[config.mk]
export PLATFORM = sky130hd
export DESIGN_NAME = ism_front
export DESIGN_NICKNAME = d
export VERILOG_FILES = /design/src/hdl/ism_pkg.sv /design/src/hdl/ism_front.sv
export SDC_FILE = /design/constraint.sdc
export NUM_CORES = 1
export LEC_CHECK = 0
export BUFFER_PORTS_ARGS = -buffer_cell sky130_fd_sc_hd__buf_2
export CAP_MARGIN = 20
export CELL_PAD_IN_SITES_DETAIL_PLACEMENT = 0
export CELL_PAD_IN_SITES_GLOBAL_PLACEMENT = 2
export CORE_UTILIZATION = 35
export CTS_BUF_LIST = sky130_fd_sc_hd__clkbuf_8
export CTS_CLUSTER_DIAMETER = 40
export DETAILED_ROUTE_END_ITERATION = 10
export GPL_TIMING_DRIVEN = 0
export HOLD_SLACK_MARGIN = 0.08
export PLACE_DENSITY = 0.81
export SLEW_MARGIN = 20
export SYNTH_ARGS = -nofsm -noshare
export SYNTH_HDL_FRONTEND = slang
export SYNTH_SLANG_ARGS = --single-unit
[constraint.sdc]
create_clock -name clk -period 2.7 [get_ports clk]
set_clock_uncertainty 0.15 [all_clocks]
set_input_delay 0.405 -clock clk [delete_from_list [all_inputs] [get_ports clk]]
set_output_delay 0.405 -clock clk [all_outputs]
set_load 0.02 [all_outputs]
[src/hdl/ism_pkg.sv]
`timescale 1ns / 1ps

package ism_pkg;

  localparam int STACK_DEPTH = 1024;
  localparam int DEPTH_W     = $clog2(STACK_DEPTH + 1);
  localparam int ADDR_W      = $clog2(STACK_DEPTH);
  localparam int VAL_W       = 31;
  localparam int OPND_W      = 30;
  localparam int TYPE_W      = 4;
  localparam int PROD_W      = 2 * VAL_W;
  localparam int CNT_W       = $clog2(VAL_W);

  typedef struct packed {
    logic [TYPE_W-1:0] req_type;
    logic [OPND_W-1:0] operand;
  } req_t;

  typedef struct packed {
    logic signed [VAL_W-1:0] result_value;
    logic                    is_error;
  } rsp_t;

  typedef enum logic [TYPE_W-1:0] {
    OP_START = 4'd0,
    OP_PUSH  = 4'd1,
    OP_POP   = 4'd2,
    OP_NEG   = 4'd3,
    OP_DUP   = 4'd4,
    OP_SWAP  = 4'd5,
    OP_ADD   = 4'd6,
    OP_SUB   = 4'd7,
    OP_MUL   = 4'd8,
    OP_DIV   = 4'd9,
    OP_MOD   = 4'd10,
    OP_END   = 4'd11
  } op_t;

  typedef struct packed {
    op_t               op;
    logic [OPND_W-1:0] operand;
  } cmd_t;

  typedef enum logic [1:0] {
    ST_IDLE,
    ST_MUL,
    ST_DIV,
    ST_FILL
  } state_t;

  function automatic logic out_of_range(input logic signed [63:0] v);
    return (v > 64'sd1000000000) || (v < -64'sd1000000000);
  endfunction

endpackage

[src/hdl/ism_front.sv]
`timescale 1ns / 1ps

module ism_front import ism_pkg::*; (
  input  logic clk,
  input  logic rst,
  input  logic req_valid,
  output logic req_ready,
  input  req_t req,
  output logic cmd_valid,
  input  logic cmd_ready,
  output cmd_t cmd
);

  cmd_t       q [2];
  logic       wr_ptr;
  logic       rd_ptr;
  logic [1:0] count;
  logic       known;
  logic       push;
  logic       pop;

  assign known     = req.req_type <= OP_END;
  assign req_ready = count != 2'd2;
  assign push      = req_valid && req_ready && known;
  assign cmd_valid = count != 2'd0;
  assign pop       = cmd_valid && cmd_ready;
  assign cmd       = q[rd_ptr];

  always_ff @(posedge clk) begin
    if (rst) begin
      wr_ptr <= 1'b0;
      rd_ptr <= 1'b0;
      count  <= 2'd0;
    end else begin
      if (push) begin
        wr_ptr <= ~wr_ptr;
      end
      if (pop) begin
        rd_ptr <= ~rd_ptr;
      end
      count <= count + 2'(push) - 2'(pop);
    end
  end

  always_ff @(posedge clk) begin
    if (push) begin
      q[wr_ptr] <= '{op: op_t'(req.req_type), operand: req.operand};
    end
  end

endmodule

Yosys cells after proc, flatten, opt, wreduce, memory -nomap -nowiden
Memory sizes are Yosys's and may differ from the RTL's. A register that Yosys moved wholly into a read port is not among the register bits. Index checks and enable logic that the tools add are counted.

Input bits: 38. Memories: 1. Register bits: 4. Output and inout bits: 36. Bits in writable memories: 68. Logic and storage cells: 18.

Mux-type cells: 4. Add/subtract/negate cells: 2. Bitwise gates (word level): 2. Equality and inequality tests: 1. Reductions and logical operators: 4. Order comparisons: 1.

Memories: q (depth 2, bits a word 34, read ports 1, clocked after Yosys merged registers in 1, write ports 1, line ism_front.sv:14) `cmd_t q [2];`.

Operators with widths (count): 4-bit <= comparator (second input constant) (1); 1-bit 2-to-1 mux (4); 1-bit logical AND (3); 2-bit by 1-bit adder with 2-bit output (1); 2-bit inequality test (second input constant) (1); 1-bit NOT (2); 2-bit nonzero test (1); 2-bit by 1-bit subtractor with 2-bit output (1).

Depth between registers and ports, before layout
Word-level depth: 5. Gate-level depth with buffers: 7. Depth with buffers taken out: 7.

Least setup slack after synthesis
OpenSTA, ideal clock, no wires.

Path type: reg2reg. Start: register count[0]. End: memory q[0][0] (netlist name), enable pin. Data arrival time: 2.226 ns. Stages on the path, launching flop included: 4. Period minus slack after synthesis: 2.801 ns. Required time: 2.125 ns. Path buffers: 0. Setup slack: -0.101 ns. Library setup time: 0.425 ns. Cell sequence: dfxtp_1 > nand2b_1 > nand2_1 > nor2_1.

Longest elaborated chain between the ends: 5.

RTL lines: start: declaration (line ism_front.sv:17) `logic [1:0] count;`; start signal: assignment (line ism_front.sv:41) `count <= count + 2'(push) - 2'(pop);`; 2-bit inequality test (line ism_front.sv:23) `assign req_ready = count != 2'd2;`; net req_ready (line ism_front.sv:7) `output logic req_ready,`; 1-bit logical AND (2 in a row) (line ism_front.sv:24) `assign push = req_valid && req_ready && known;`; 1-bit 2-to-1 mux (line ism_front.sv:46) `if (push) begin`; 1-bit 2-to-1 mux (not written as such) (line ism_front.sv:47) `q[wr_ptr] <= '{op: op_t'(req.req_type), operand: req.operand};`; end: declaration (line ism_front.sv:14).

The timed path passes the listed nets, and every way through them passes these cells.

==> flow_summary.yaml <==
outcome:
  result_of_the_run: "completed"
sta:
  max_freq_mhz: 420
  setup-violations-final: 0
  final_cycle_share_pct: 88.2
  slew_headroom_pct: 73.6
  timing.setup.tns_ns: 0
  finalCriticalPeriod_ns: 2.38
  final_max_slew_viol_count: 0
  final_hold_viol_count: 0
  fin_worst_hold_slack_ns: 0.103
  tightest_slew_ns: 0.395
  unrepaired_setup_endpoints_after_global_routing: "false"
global_routing:
  grt_usage_pct: 12.5
  grt_pass1_vias: 1512
  globalRouteMet3Util_pct: 4.82
  gr-usage-met1_pct: 15.2
  grt_start_max_net_pins: 25
  global_route.peak_usage_layer: "met2"
  grt_antenna_before_repair: 0
  gr-total-overflow: 0
  groute.layer.met2.usage_pct: 19.4
  grt_first_pass_wirelength_um: 7520
logic_synthesis:
  synth-seq-area-share_pct: 78.7
  synthAdderAreaFrac_pct: 0.460
  syn_nets: 176
  yosysWarnings: 0
  main_combinational_cell_family_by_area_after_synthesis: "multiplexers"
  synthesis.instances: 137
  post_synth_mux_area_share_pct: 14.6
  synthesis.area_mm2: 0.00272
  synth_compound_gate_area_share_pct: 1.52
  synth_seq_cells: 73
  post_synth_xor_area_fraction_pct: 0.644
  yosysUniqueCellTypes: 22
  avgSynthCellArea_um2: 19.9
  synth_simple_gate_area_share_pct: 3.36
layout:
  drive_above_1_share_pct: 41.3
  layout.core_utilization_pct: 49.5
  number_of_antenna_repair_diodes: 0
  area.growth.synth_to_final_pct: 33.9
  most-common-layout-cells: "sky130_fd_sc_hd__buf_2, sky130_fd_sc_hd__edfxtp_1, sky130_fd_sc_hd__mux2_1"
  nets: 274
  final_common_cell: "sky130_fd_sc_hd__buf_2"
  layout.cells.non_filler: 339
placed_design:
  numPortBuffers: 73
  half_perimeter_wire_length_of_the_detailed_placement_result_um: 3020
  place_inst: 311
  gpl.final_weighted_congestion: 0.630
drt:
  drt-initial-drc-count: 37
  post-route-drc-count: 0
  route.vias.total: 1517
  totalWireLength_um: 4720
  initial_drt_pass_iterations: 4
  via_per_inst: 4.47
  post_drt_wl_per_cell_um: 13.9
  postRouteAntennaNets: 0
critical_path:
  worstReg2RegEnd: "q[0][30]"
  critical_path.endpoint_type: "primary output"
  worstPathRequired_ns: 2.14
  crit_path_max_incr_delay_ns: 0.35
  critPathSlowestCell: "sky130_fd_sc_hd__buf_2"
  r2r_start: "count[0]"
  path_common_cell: "sky130_fd_sc_hd__buf_2"
  critPathArrivalTime_ns: 1.83
  reg2reg_depth: 4
  sequence_of_cells_on_the_critical_path: "clkbuf_1, buf_2, mux2_1, buf_2"
  critical_path_class: "reg2out"
  critPathMaxFanout: 10
  worst_setup_path_start_kind: "register"
  ff2ff_setup_slack_ns: 0.94
clock_tree:
  clkSinkCount: 73
  clk_path_buf_depth: 2
  post_cts.repair.setup_buffers: 0
  worst_skew_pair.late_latency_ns: 0.34
  path_clk_slew_ns: 0.08
  cts.root.buffer_cell: "sky130_fd_sc_hd__clkbuf_8"
  holdBufCountCts: 3
  clock_tree_from_tritoncts: "built"
  cts_made_buffers: 9
  cts_resized: 0
  ctsHtreeMaxLevel: 3
floorplan:
  floorplan.initialDensity_pct: 36.9
  floorplan.io_pins: 74
  die_w_um: 90.2
  floorplan.die_area_mm2: 0.00813
  die-height_um: 90.2
  core_region_area_mm2: 0.00737
  placementRows: 31
min_path:
  hold_path.class: "in2reg"
  hold-path-endpoint: "q[1][14]"
  hold_path_depth: 1
  hold_path.startpoint: "req[14]"
power:
  powerDensity_mw_per_mm2: 869
  total_leakage_power_nw: 1.39
  peakVddDrop_mv: 0.346
run:
  max_cap_viol_count: 0
[metrics by stage]
step           power [W]  instance area (µm²)  setup WS (ns)
6_report         0.00317                 3640          0.319
5_1_grt          0.00331                 3640          0.126
4_1_cts          0.00320                 3550          0.243
3_5_place_dp     0.00208                 3260          0.645
3_3_place_gp     0.00206                 3210         -0.153
2_1_floorplan    0.00184                 2720          0.453
[worst max-delay path by stage]
stage | cells past startpoint | slack (ns) | from | end
floorplan | 3 | 0.45 | count[0] | q[0][0]
global placement | 4 | -0.15 | req[33] | q[0][30]
detailed placement | 4 | 0.65 | register | cmd[10]
CTS | 4 | 0.24 | register | cmd[10]
global route | 4 | 0.13 | register | cmd[7]
finish | 4 | 0.32 | register | cmd[10]
[report_power, final]
part / internal [W] / switching [W] / total, W
clock: 0.000708 / 0.000401 / 0.00111
sequential: 0.00136 / 0.0000340 / 0.00139
combinational: 0.000264 / 0.000399 / 0.000663
total: 0.00233 / 0.000834 / 0.00317
[worst max-delay path: cells and delay by family, from the launching register on]
family                 cells  cell delay (ns)
flip-flops                 1             0.31
multiplexers               1             0.35
buffers and inverters      3             0.82
[area by class of cell]
type | count | area [µm²]
sequential | 73 | 2140
buffer | 4 | 18.8
timing repair buffer | 87 | 526
clock inverter | 7 | 141
clock buffer | 9 | 124
fill | 642 | 3720
multi-input combinational | 60 | 569
tap | 99 | 124
[sequential cells by signal (all words and copies together), names as in the netlist, named ones only]
register,flops
q,68
count,2
rd_ptr,1
wr_ptr,1
[layer usage]
layer  vias up  share of wire, %  wire, µm
met5         -                 0         0
met4         0               2.5       119
met3        13               5.2       244
met2        54                47      2220
met1       726                45      2130
li1        724                 -         -
[logic make-up after synthesis]
family,count (synthesis)
AOI/OAI and AO/OA,5
xor gates and xnor gates,2
adders and majority gates,1
buffers and inverters,4
DFF,73
muxes,35
and+or+nand+nor,17
[cell usage after synthesis]
| library cell | count | share of area (%) |
|---|---|---|
| sky130_fd_sc_hd__dfxtp_1 | 5 | 3.7 |
| sky130_fd_sc_hd__a21oi_1 | 2 | 0.37 |
| sky130_fd_sc_hd__ha_1 | 1 | 0.46 |
| sky130_fd_sc_hd__or3_1 | 1 | 0.23 |
| sky130_fd_sc_hd__nor2_1 | 6 | 0.83 |
| sky130_fd_sc_hd__nor2b_1 | 1 | 0.23 |
| sky130_fd_sc_hd__and3_1 | 1 | 0.23 |
| sky130_fd_sc_hd__buf_2 | 3 | 0.55 |
| sky130_fd_sc_hd__or2_1 | 1 | 0.23 |
| sky130_fd_sc_hd__and2b_1 | 1 | 0.28 |
| sky130_fd_sc_hd__nand2b_1 | 1 | 0.23 |
| sky130_fd_sc_hd__xor2_1 | 2 | 0.64 |
| sky130_fd_sc_hd__a211oi_1 | 1 | 0.28 |
| sky130_fd_sc_hd__clkbuf_1 | 1 | 0.14 |
| sky130_fd_sc_hd__nor2b_4 | 1 | 0.51 |
| sky130_fd_sc_hd__edfxtp_1 | 68 | 75 |
| sky130_fd_sc_hd__a21boi_4 | 1 | 0.69 |
| sky130_fd_sc_hd__nand2_1 | 3 | 0.41 |
| sky130_fd_sc_hd__mux2_1 | 34 | 14 |
| sky130_fd_sc_hd__nand3_1 | 1 | 0.18 |
| sky130_fd_sc_hd__o21ai_0 | 1 | 0.18 |
| sky130_fd_sc_hd__mux2_4 | 1 | 0.55 |
Power figures use the tool's default switching activity.
